## src/esd_pkg.sv

```systemverilog
// shared types and helpers for the escape sequence utf-8 decoder
// result group carried from the decoder to the output queue, utf-8 encoder
// no dependencies
package esd_pkg;

	// most bytes one input beat can cause: four utf-8 bytes plus one plain byte
	localparam int GRP_BYTES = 5;
	localparam int GRP_CNT_W = $clog2(GRP_BYTES + 1);

	// result groups held between decoder and output
	localparam int QDEPTH  = 4;
	localparam int QPTR_W  = $clog2(QDEPTH);
	localparam int QCNT_W  = $clog2(QDEPTH + 1);

	localparam logic [23:0] UTF8_MAX1 = 24'h00007f;
	localparam logic [23:0] UTF8_MAX2 = 24'h0007ff;
	localparam logic [23:0] UTF8_MAX3 = 24'h00ffff;
	localparam logic [23:0] UTF8_MAX4 = 24'h10ffff;

	typedef struct packed {
		logic [GRP_CNT_W-1:0]       cnt;    // number of result beats, 1..GRP_BYTES
		logic [GRP_BYTES-1:0][7:0]  bytes;
		logic                       has;    // 0 for the empty closing beat
		logic                       last;   // group closes the literal
	} group_t;

	typedef struct packed {
		logic [2:0]      cnt;
		logic [3:0][7:0] b;
	} utf8_t;

	function automatic utf8_t utf8_encode(input logic [23:0] v);
		utf8_t r;
		r.cnt = 3'd0;
		r.b   = '0;
		if (v <= UTF8_MAX1) begin
			r.cnt  = 3'd1;
			r.b[0] = v[7:0];
		end else if (v <= UTF8_MAX2) begin
			r.cnt  = 3'd2;
			r.b[0] = {3'b110, v[10:6]};
			r.b[1] = {2'b10, v[5:0]};
		end else if (v <= UTF8_MAX3) begin
			r.cnt  = 3'd3;
			r.b[0] = {4'b1110, v[15:12]};
			r.b[1] = {2'b10, v[11:6]};
			r.b[2] = {2'b10, v[5:0]};
		end else if (v <= UTF8_MAX4) begin
			r.cnt  = 3'd4;
			r.b[0] = {5'b11110, v[20:18]};
			r.b[1] = {2'b10, v[17:12]};
			r.b[2] = {2'b10, v[11:6]};
			r.b[3] = {2'b10, v[5:0]};
		end
		return r;
	endfunction

endpackage

```

## src/esd_decode.sv

```systemverilog
// escape decoder: mode, digit count and code value registers, and the logic
// that turns one input beat into a group of result bytes
// depends on esd_pkg
module esd_decode import esd_pkg::*; (
	input  logic       clk,
	input  logic       arst_n,
	input  logic       accept,
	input  logic [7:0] in_byte,
	input  logic       in_last,
	output logic       push,
	output group_t     grp
);

	localparam logic [1:0] MODE_PLAIN = 2'd0;
	localparam logic [1:0] MODE_ESC   = 2'd1;
	localparam logic [1:0] MODE_HEX   = 2'd2;

	localparam logic [7:0] CH_BSLASH = 8'h5c;
	localparam logic [7:0] CH_ZERO   = 8'h30;
	localparam logic [7:0] CH_A      = 8'h61;
	localparam logic [7:0] CH_B      = 8'h62;
	localparam logic [7:0] CH_E      = 8'h65;
	localparam logic [7:0] CH_F      = 8'h66;
	localparam logic [7:0] CH_N      = 8'h6e;
	localparam logic [7:0] CH_R      = 8'h72;
	localparam logic [7:0] CH_T      = 8'h74;
	localparam logic [7:0] CH_V      = 8'h76;
	localparam logic [7:0] CH_X      = 8'h78;
	localparam logic [7:0] CH_U_LO   = 8'h75;
	localparam logic [7:0] CH_U_UP   = 8'h55;

	logic [1:0]  mode_q, mode_d;
	logic [2:0]  digits_q, digits_d;
	logic [23:0] acc_q, acc_d;

	logic        is_hex;
	logic [3:0]  hex_val;
	logic [23:0] acc_shift;
	logic [2:0]  digits_dec;
	logic        u_en;
	logic [23:0] u_val;
	utf8_t       u;
	logic        t_en;
	logic [7:0]  t_byte;
	logic [GRP_CNT_W-1:0] n;

	always_comb begin
		is_hex  = 1'b1;
		hex_val = 4'd0;
		if (in_byte >= 8'h30 && in_byte <= 8'h39) begin
			hex_val = 4'(in_byte - 8'h30);
		end else if (in_byte >= 8'h41 && in_byte <= 8'h46) begin
			hex_val = 4'(in_byte - 8'h37);
		end else if (in_byte >= 8'h61 && in_byte <= 8'h66) begin
			hex_val = 4'(in_byte - 8'h57);
		end else begin
			is_hex = 1'b0;
		end
	end

	assign acc_shift  = {acc_q[19:0], hex_val};
	assign digits_dec = digits_q - 3'd1;

	always_comb begin
		mode_d   = MODE_PLAIN;
		digits_d = digits_q;
		acc_d    = acc_q;
		u_en     = 1'b0;
		u_val    = acc_q;
		t_en     = 1'b0;
		t_byte   = in_byte;
		unique case (mode_q)
			MODE_ESC: begin
				t_en = 1'b1;
				unique case (in_byte)
					CH_A:      t_byte = 8'h07;
					CH_B:      t_byte = 8'h08;
					CH_E:      t_byte = 8'h1b;
					CH_F:      t_byte = 8'h0c;
					CH_N:      t_byte = 8'h0a;
					CH_R:      t_byte = 8'h0d;
					CH_T:      t_byte = 8'h09;
					CH_V:      t_byte = 8'h0b;
					CH_ZERO:   t_byte = 8'h00;
					CH_X, CH_U_LO, CH_U_UP: begin
						// hex escape; ending here gives value 0, one nul byte
						acc_d  = '0;
						t_en   = in_last;
						t_byte = 8'h00;
						if (!in_last) begin
							mode_d = MODE_HEX;
						end
						unique case (in_byte)
							CH_X:    digits_d = 3'd2;
							CH_U_LO: digits_d = 3'd4;
							default: digits_d = 3'd6;
						endcase
					end
					default:   t_byte = in_byte;
				endcase
			end
			MODE_HEX: begin
				if (is_hex) begin
					acc_d    = acc_shift;
					digits_d = digits_dec;
					u_val    = acc_shift;
					if (digits_dec == 3'd0 || in_last) begin
						u_en = 1'b1;
					end else begin
						mode_d = MODE_HEX;
					end
				end else begin
					// flush gathered value, then treat the byte as plain
					u_en = 1'b1;
					if (in_byte == CH_BSLASH) begin
						t_en   = in_last;
						t_byte = 8'h00;
						if (!in_last) begin
							mode_d = MODE_ESC;
						end
					end else begin
						t_en = 1'b1;
					end
				end
			end
			default: begin
				if (in_byte == CH_BSLASH) begin
					t_en   = in_last;
					t_byte = 8'h00;
					if (!in_last) begin
						mode_d = MODE_ESC;
					end
				end else begin
					t_en = 1'b1;
				end
			end
		endcase
		if (in_last) begin
			mode_d   = MODE_PLAIN;
			digits_d = '0;
			acc_d    = '0;
		end
	end

	assign u = utf8_encode(u_val);

	always_comb begin
		logic [GRP_CNT_W-1:0] ucnt;
		ucnt = u_en ? GRP_CNT_W'(u.cnt) : '0;
		n    = ucnt + GRP_CNT_W'(t_en);
		for (int i = 0; i < GRP_BYTES; i++) begin
			if (i < 4 && GRP_CNT_W'(i) < ucnt) begin
				grp.bytes[i] = u.b[i % 4];
			end else if (GRP_CNT_W'(i) == ucnt && t_en) begin
				grp.bytes[i] = t_byte;
			end else begin
				grp.bytes[i] = 8'h00;
			end
		end
		grp.has  = (n != '0);
		grp.cnt  = (n != '0) ? n : GRP_CNT_W'(1);
		grp.last = in_last;
		push     = accept && ((n != '0) || in_last);
	end

	always_ff @(posedge clk or negedge arst_n) begin
		if (!arst_n) begin
			mode_q   <= MODE_PLAIN;
			digits_q <= '0;
			acc_q    <= '0;
		end else if (accept) begin
			mode_q   <= mode_d;
			digits_q <= digits_d;
			acc_q    <= acc_d;
		end
	end

endmodule

```

## src/esd_queue.sv

```systemverilog
// result group queue and output serializer, one byte per beat
// depends on esd_pkg
module esd_queue import esd_pkg::*; (
	input  logic       clk,
	input  logic       arst_n,
	input  logic       push,
	input  group_t     push_grp,
	output logic       full,
	output logic       out_valid,
	input  logic       out_stall,
	output logic [7:0] out_byte,
	output logic       has_byte,
	output logic       run_end,
	output logic       string_end
);

	group_t              slots_q [QDEPTH];
	logic [QPTR_W-1:0]   wr_ptr_q, rd_ptr_q;
	logic [QCNT_W-1:0]   count_q;
	logic [GRP_CNT_W-1:0] idx_q;

	group_t head;
	logic   beat;
	logic   pop;

	assign head      = slots_q[rd_ptr_q];
	assign full      = (count_q == QCNT_W'(QDEPTH));
	assign out_valid = (count_q != '0);
	assign out_byte  = head.bytes[idx_q];
	assign has_byte  = head.has;
	assign run_end   = (idx_q == head.cnt - GRP_CNT_W'(1));
	assign string_end = run_end && head.last;

	assign beat = out_valid && !out_stall;
	assign pop  = beat && run_end;

	always_ff @(posedge clk) begin
		if (push) begin
			slots_q[wr_ptr_q] <= push_grp;
		end
	end

	always_ff @(posedge clk or negedge arst_n) begin
		if (!arst_n) begin
			wr_ptr_q <= '0;
			rd_ptr_q <= '0;
			count_q  <= '0;
			idx_q    <= '0;
		end else begin
			if (push) begin
				wr_ptr_q <= wr_ptr_q + QPTR_W'(1);
			end
			if (pop) begin
				rd_ptr_q <= rd_ptr_q + QPTR_W'(1);
				idx_q    <= '0;
			end else if (beat) begin
				idx_q <= idx_q + GRP_CNT_W'(1);
			end
			if (push && !pop) begin
				count_q <= count_q + QCNT_W'(1);
			end else if (pop && !push) begin
				count_q <= count_q - QCNT_W'(1);
			end
		end
	end

	a_no_overflow: assert property (@(posedge clk) disable iff (!arst_n)
		count_q <= QCNT_W'(QDEPTH))
		else $error("queue count above depth");

	a_idx_in_group: assert property (@(posedge clk) disable iff (!arst_n)
		out_valid |-> (idx_q < head.cnt))
		else $error("byte index past end of group");

	a_push_not_full: assert property (@(posedge clk) disable iff (!arst_n)
		push |-> !full)
		else $error("push into full queue");

	a_empty_beat_alone: assert property (@(posedge clk) disable iff (!arst_n)
		(out_valid && !has_byte) |-> (run_end && string_end))
		else $error("empty beat not closing the literal");

endmodule

```

## src/escape_sequence_utf8_decoder.sv

```systemverilog
// top level of the backslash escape decoder with utf-8 output
// depends on esd_pkg, esd_decode, esd_queue
// Decodes a string literal one byte per beat. Each input beat that gives bytes
// is decoded combinationally into a group of 1 to 5 result bytes (an escape
// value gathered from x, u or U becomes 1 to 4 utf-8 bytes, or none above
// 10ffff) that is written to a four-group queue; the output side sends one
// byte per beat. Inputs are taken every cycle while the queue has room, so
// plain text flows at one byte per cycle while the output does not stall, and
// only output stalls or long runs of multi-byte groups slow the input to the
// output byte rate. A final byte that gives no bytes yields one empty beat
// with has_byte low that carries run_end and string_end.
module escape_sequence_utf8_decoder import esd_pkg::*; (
	input  logic       clk,
	input  logic       arst_n,
	input  logic       in_valid,
	output logic       in_stall,
	input  logic [7:0] in_byte,
	input  logic       in_last,
	output logic       out_valid,
	input  logic       out_stall,
	output logic [7:0] out_byte,
	output logic       has_byte,
	output logic       run_end,
	output logic       string_end
);

	logic   accept;
	logic   push;
	logic   full;
	group_t grp;

	assign in_stall = full;
	assign accept   = in_valid && !full;

	esd_decode u_decode (
		.clk     (clk),
		.arst_n  (arst_n),
		.accept  (accept),
		.in_byte (in_byte),
		.in_last (in_last),
		.push    (push),
		.grp     (grp)
	);

	esd_queue u_queue (
		.clk        (clk),
		.arst_n     (arst_n),
		.push       (push),
		.push_grp   (grp),
		.full       (full),
		.out_valid  (out_valid),
		.out_stall  (out_stall),
		.out_byte   (out_byte),
		.has_byte   (has_byte),
		.run_end    (run_end),
		.string_end (string_end)
	);

endmodule
```

## config.mk

```make
export PLATFORM = sky130hd
export DESIGN_NAME = escape_sequence_utf8_decoder
export DESIGN_NICKNAME = d
export VERILOG_FILES = /design/src/esd_pkg.sv /design/src/esd_decode.sv /design/src/esd_queue.sv /design/src/escape_sequence_utf8_decoder.sv
export SDC_FILE = /design/constraint.sdc
export NUM_CORES = 1
export LEC_CHECK = 0
export BUFFER_PORTS_ARGS = -buffer_cell sky130_fd_sc_hd__buf_2
export CAP_MARGIN = 5
export CORE_MARGIN = 2
export CORE_UTILIZATION = 50
export CTS_CLUSTER_DIAMETER = 200
export DETAILED_ROUTE_END_ITERATION = 8
export GPL_TIMING_DRIVEN = 0
export PLACE_DENSITY_LB_ADDON = 0.3
export SLEW_MARGIN = 40
export SYNTH_ARGS = -nofsm -noshare
export SYNTH_HDL_FRONTEND = slang
export SYNTH_SLANG_ARGS = --single-unit
```

## constraint.sdc

```tcl
create_clock -name clk -period 5.25 [get_ports clk]
set_input_delay 0.525 -clock clk [delete_from_list [all_inputs] [get_ports clk]]
set_output_delay 0.525 -clock clk [all_outputs]
set_load 0.01 [all_outputs]
```

==> run_summary.xml <==
<?xml version="1.0" encoding="UTF-8"?>
<metrics>
  <group name="synthesis">
    <metric name="synth_seq_area_share" unit="">0.6102</metric>
    <metric name="count_of_synthesis_stage_warnings_from_yosys" unit="">0</metric>
    <metric name="yosys_register_bits" unit="">219</metric>
    <metric name="synthDominantCellAreaShare" unit="">0.5169</metric>
    <metric name="syn-instance-count" unit="">726</metric>
    <metric name="synth_enable_flop_cells" unit="">180</metric>
    <metric name="synth_top_cell_by_area" unit="">edfxtp_1</metric>
    <metric name="synth.top_cells.by_area" unit="">edfxtp_1 52%, mux4_2 11%, dfrtp_1 9.3%, ha_1 2.0%, a22o_1 2.0%</metric>
    <metric name="asyncSetResetFlopFracSynth" unit="">0.1781</metric>
    <metric name="syn_nets" unit="">757</metric>
    <metric name="synth_area_per_cell" unit="µm²">14.40</metric>
    <metric name="ys_dominant_reg_cell" unit="">edfxtp_1</metric>
    <metric name="synth.cell_area" unit="µm²">10460</metric>
    <metric name="synth_cell_types" unit="">76</metric>
  </group>
  <group name="grt">
    <metric name="wire_length_of_the_first_global_routing_pass" unit="mm">39.00</metric>
    <metric name="global_route.overflow_total" unit="">0</metric>
    <metric name="globalRouteTotalUtil" unit="">0.2318</metric>
    <metric name="largest_net_degree_at_the_start_of_global_routing" unit="">40</metric>
    <metric name="grt_antenna_before_repair" unit="">0</metric>
    <metric name="first_global_vias" unit="">6743</metric>
  </group>
  <group name="setup_path">
    <metric name="timing.critical_path.slowest_stage_cell" unit="">nor4_4</metric>
    <metric name="rr_worst_depth" unit="">18</metric>
    <metric name="setup.worst_path.class" unit="">input pin to flip-flop</metric>
    <metric name="critical_path_required" unit="ns">5.65</metric>
    <metric name="timing.critical_path.slowest_cell_delay" unit="ns">0.45</metric>
    <metric name="crit_buf_inv" unit="">6</metric>
    <metric name="cpMostUsedCell" unit="">ha_1</metric>
    <metric name="endpoint_kind" unit="">flip-flop</metric>
    <metric name="critical-path-top-delay-family" unit="">simple AND/OR/NAND/NOR gates</metric>
    <metric name="rrSetupSlack" unit="ns">0.31</metric>
    <metric name="timing.critical_path.from_type" unit="">input pin</metric>
    <metric name="cp.arrival" unit="ns">5.36</metric>
    <metric name="critical_path.cell_chain" unit="">buf_2 -&gt; clkbuf_1 -&gt; inv_1 -&gt; ha_1 -&gt; nor3b_2 -&gt; nor4_4 -&gt; o21ai_1 -&gt; a21o_1 -&gt; clkbuf_1 -&gt; nor2_1 -&gt; a21oi_1 -&gt; and2_1 -&gt; ha_1 -&gt; or3_1 -&gt; o21ba_1 -&gt; buf_4 -&gt; ha_1 -&gt; inv_1 -&gt; fa_1 -&gt; mux2_2</metric>
    <metric name="r2r_end" unit="">u_queue.count_q[1]$_DFFE_PN0P_</metric>
    <metric name="critical_path_peak_fanout" unit="">9</metric>
    <metric name="crit-reg2reg-launch" unit="">u_decode.mode_q[0]$_DFFE_PN0P_</metric>
  </group>
  <group name="pwr">
    <metric name="power_density" unit="nW/µm²">472.8</metric>
    <metric name="power.share.clock" unit="">0.283</metric>
    <metric name="power_report.internal_total" unit="µW">3895</metric>
    <metric name="combPwrFrac" unit="">0.304</metric>
    <metric name="p_sw_frac" unit="">0.3022</metric>
    <metric name="netSwitchingPower" unit="µW">1687</metric>
    <metric name="vdd_ir_drop_max" unit="V">0.0003008</metric>
    <metric name="static-leakage-power" unit="µW">0.004230</metric>
    <metric name="p_seq_frac" unit="">0.413</metric>
  </group>
  <group name="clocking">
    <metric name="clock_pin_slew_reported_for_the_worst_setup_and_hold_paths_after_clock_tree_synthesis" unit="ns">0.06</metric>
    <metric name="buffer_levels_on_the_longest_clock_path" unit="">3</metric>
    <metric name="tritoncts.num_buffers" unit="">23</metric>
    <metric name="maximum_level_of_the_cts_h_tree" unit="">1</metric>
    <metric name="clock-root-buffer" unit="">clkbuf_16</metric>
    <metric name="cts.sinks" unit="">219</metric>
    <metric name="clkLatencyLatePin" unit="ns">0.52</metric>
    <metric name="cts_tree" unit="">built</metric>
  </group>
  <group name="detailed_routing">
    <metric name="dr_total_vias" unit="">6729</metric>
    <metric name="count_of_unresolved_drc_violations_after_routing" unit="">0</metric>
    <metric name="drt_iter0_drc" unit="">574</metric>
    <metric name="totalWireLength" unit="mm">24.92</metric>
    <metric name="vias_per_cell" unit="">6.289</metric>
    <metric name="wl_per_cell" unit="µm">23.29</metric>
    <metric name="post_route_ant_nets" unit="">0</metric>
    <metric name="drt_first_pass_iters" unit="">5</metric>
  </group>
  <group name="min_path">
    <metric name="worstHoldPathType" unit="">input pin to flip-flop</metric>
    <metric name="min-delay-start" unit="">in_last</metric>
    <metric name="hold_path_end" unit="">u_queue.slots_q[0][0]$_DFFE_PP_</metric>
    <metric name="worst_hold_path.num_cells" unit="">1</metric>
  </group>
  <group name="status">
    <metric name="run_status" unit="">completed</metric>
  </group>
  <group name="die">
    <metric name="core.rowCount" unit="">52</metric>
    <metric name="fp.dieH" unit="µm">148.6</metric>
    <metric name="placeable_area" unit="µm²">20360</metric>
    <metric name="design.portCount" unit="">26</metric>
    <metric name="die-width" unit="µm">148.6</metric>
    <metric name="start_util" unit="">0.5135</metric>
    <metric name="dieArea" unit="µm²">22090</metric>
  </group>
  <group name="placement">
    <metric name="post-place-ws" unit="ns">-0.6196</metric>
    <metric name="hpwl" unit="mm">17.33</metric>
    <metric name="gp_routability_congestion" unit="">0.9049</metric>
    <metric name="numPlacedInstances" unit="">1024</metric>
    <metric name="placement.io_buffers" unit="">24</metric>
  </group>
  <group name="timing">
    <metric name="slew_headroom" unit="">0.4408</metric>
    <metric name="setup_viol" unit="">0</metric>
    <metric name="finalClockSkew" unit="ns">0.009647</metric>
    <metric name="unrepaired_setup_endpoints_after_global_routing" unit="">false</metric>
    <metric name="setup_ws" unit="ns">0.2903</metric>
    <metric name="finalCriticalPeriod" unit="ns">4.960</metric>
    <metric name="final.period_utilization" unit="">0.9447</metric>
    <metric name="hold_violations" unit="">0</metric>
    <metric name="final.setup.tns" unit="ns">0</metric>
    <metric name="worst_hold_slack" unit="ns">0.2460</metric>
    <metric name="worst_pin_slew" unit="ns">0.8388</metric>
    <metric name="timing.final.max_slew_violations" unit="">0</metric>
    <metric name="timing.fmax" unit="GHz">0.2016</metric>
  </group>
  <group name="flow_run">
    <metric name="cap_viol_max_count" unit="">0</metric>
  </group>
  <group name="cells_and_area">
    <metric name="post-route-util" unit="">0.5797</metric>
    <metric name="mostFrequentLayoutCells" unit="">180 x edfxtp_1, 53 x mux4_2, 47 x nand2_1</metric>
    <metric name="multi_input_comb_area" unit="µm²">3822</metric>
    <metric name="layout.cells.most_common" unit="">edfxtp_1</metric>
    <metric name="area_delta_synth_final" unit="%">12.90</metric>
    <metric name="register_area" unit="µm²">6381</metric>
    <metric name="antenna_cells_inserted" unit="">0</metric>
    <metric name="nets" unit="">814</metric>
    <metric name="layout-drive-gt1-share" unit="">0.2100</metric>
    <metric name="fillCellCount" unit="">1558</metric>
    <metric name="final_cells" unit="">1070</metric>
  </group>
</metrics>
-- layout make-up --
class,count,area share
flip-flops and latches,219,0.5405
multi-input cells,437,0.3238
clock buffers,35,0.05850
well taps,270,0.02861
repair buffers,32,0.01992
plain buffers,36,0.01335
inverters,34,0.01081
clock inverters,7,0.004557
-- worst register-to-register path, cell delays in order, from the launching register on --
cell	delay, ns
dfrtp_1	0.40
inv_1	0.07
ha_1	0.29
inv_1	0.21
a211oi_2	0.52
o21ai_1	0.19
a21o_1	0.21
clkbuf_1	0.21
nor2_1	0.32
a21oi_1	0.17
and2_1	0.22
ha_1	0.35
or3_1	0.36
o21ba_1	0.18
buf_4	0.16
ha_1	0.22
inv_1	0.08
fa_1	0.42
mux2_2	0.27
-- cells in the mapped netlist (all sizes together) (4+ instances only) --
cell type	n
a22o	24
nor4	6
nand2	47
nor2	41
o21ai	38
a22oi	5
nor3b	6
a21oi	26
mux2i	10
o22ai	27
nor3	10
a21o	8
nand3	12
a21boi	4
inv	34
mux2	9
dfrtp	39
xnor2	10
o31ai	4
nand4	4
edfxtp	180
ha	17
and2	7
or3	5
buf	16
clkbuf	20
mux4	53
nand2b	8
-- metal layers --
| layer | track usage | up-vias | part of all wire |
|---|---|---|---|
| met1 | 0.3380 | 3411 | 0.43 |
| li1 | - | 2979 | - |
| met2 | 0.3745 | 290 | 0.48 |
| met3 | 0.02515 | 49 | 0.060 |
| met5 | 0 | - | 0 |
| met4 | 0.06762 | 0 | 0.030 |
-- metrics by stage --
stage                     area [µm²]  power (µW)
after floorplan                10460        3480
after global placement         10920        3942
after detailed placement       11010        4053
after CTS                      11800        5622
after global routing           11810        5813
final                          11810        5582
-- worst max-delay path by stage --
stage                from                               end  slack [ns]  cells after the start
5_1_grt        in_byte[0]    u_queue.count_q[1]$_DFFE_PN0P_        0.02                     20
3_3_place_gp   in_byte[0]  u_queue.slots_q[0][14]$_DFFE_PP_       -1.49                     16
4_1_cts        in_byte[0]    u_queue.count_q[1]$_DFFE_PN0P_        0.17                     19
6_report       in_byte[0]    u_queue.count_q[1]$_DFFE_PN0P_        0.29                     20
3_5_place_dp   in_byte[0]    u_queue.count_q[1]$_DFFE_PN0P_       -0.62                     19
2_1_floorplan  in_byte[0]   u_queue.slots_q[2][0]$_DFFE_PP_        0.28                     15
-- power by group through the flow --
stage	sequential (µW)	combinational, µW	clock, µW
after global routing	2330	1820	1660
after CTS	2310	1720	1600
final	2310	1700	1580
after detailed placement	2340	1710	0
after global placement	2340	1600	0
after floorplan	2320	1160	0
-- sequential cells by signal, indices dropped and copies added, names as in the netlist --
signal / flops
u_queue.slots_q: 180
u_decode.acc_q: 24
u_queue.rd_ptr_q: 2
u_decode.mode_q: 2
u_queue.idx_q: 3
u_queue.count_q: 3
u_queue.wr_ptr_q: 2
u_decode.digits_q: 3
-- timing repair --
item                                    CTS  global route
hold endpoints to repair                 39             0
pin swaps                                 1             0
endpoints found under the setup margin    1             2
hold buffers                              1             0
buffers inserted                          3             0
gates resized for setup                   1             4
-- logic make-up (layout without fill, tap and decap cells) --
family / Yosys count / count (layout) / synth area share
muxes: 72 / 72 / 0.1338
xor gates and xnor gates: 12 / 12 / 0.01185
and+or+nand+nor: 167 / 167 / 0.08495
adders and majority gates: 18 / 18 / 0.02225
buffers and inverters: 70 / 144 / 0.02668
DFF: 219 / 219 / 0.6102
AOI/OAI and AO/OA: 168 / 168 / 0.1103
(Power assumes the default switching activity.)
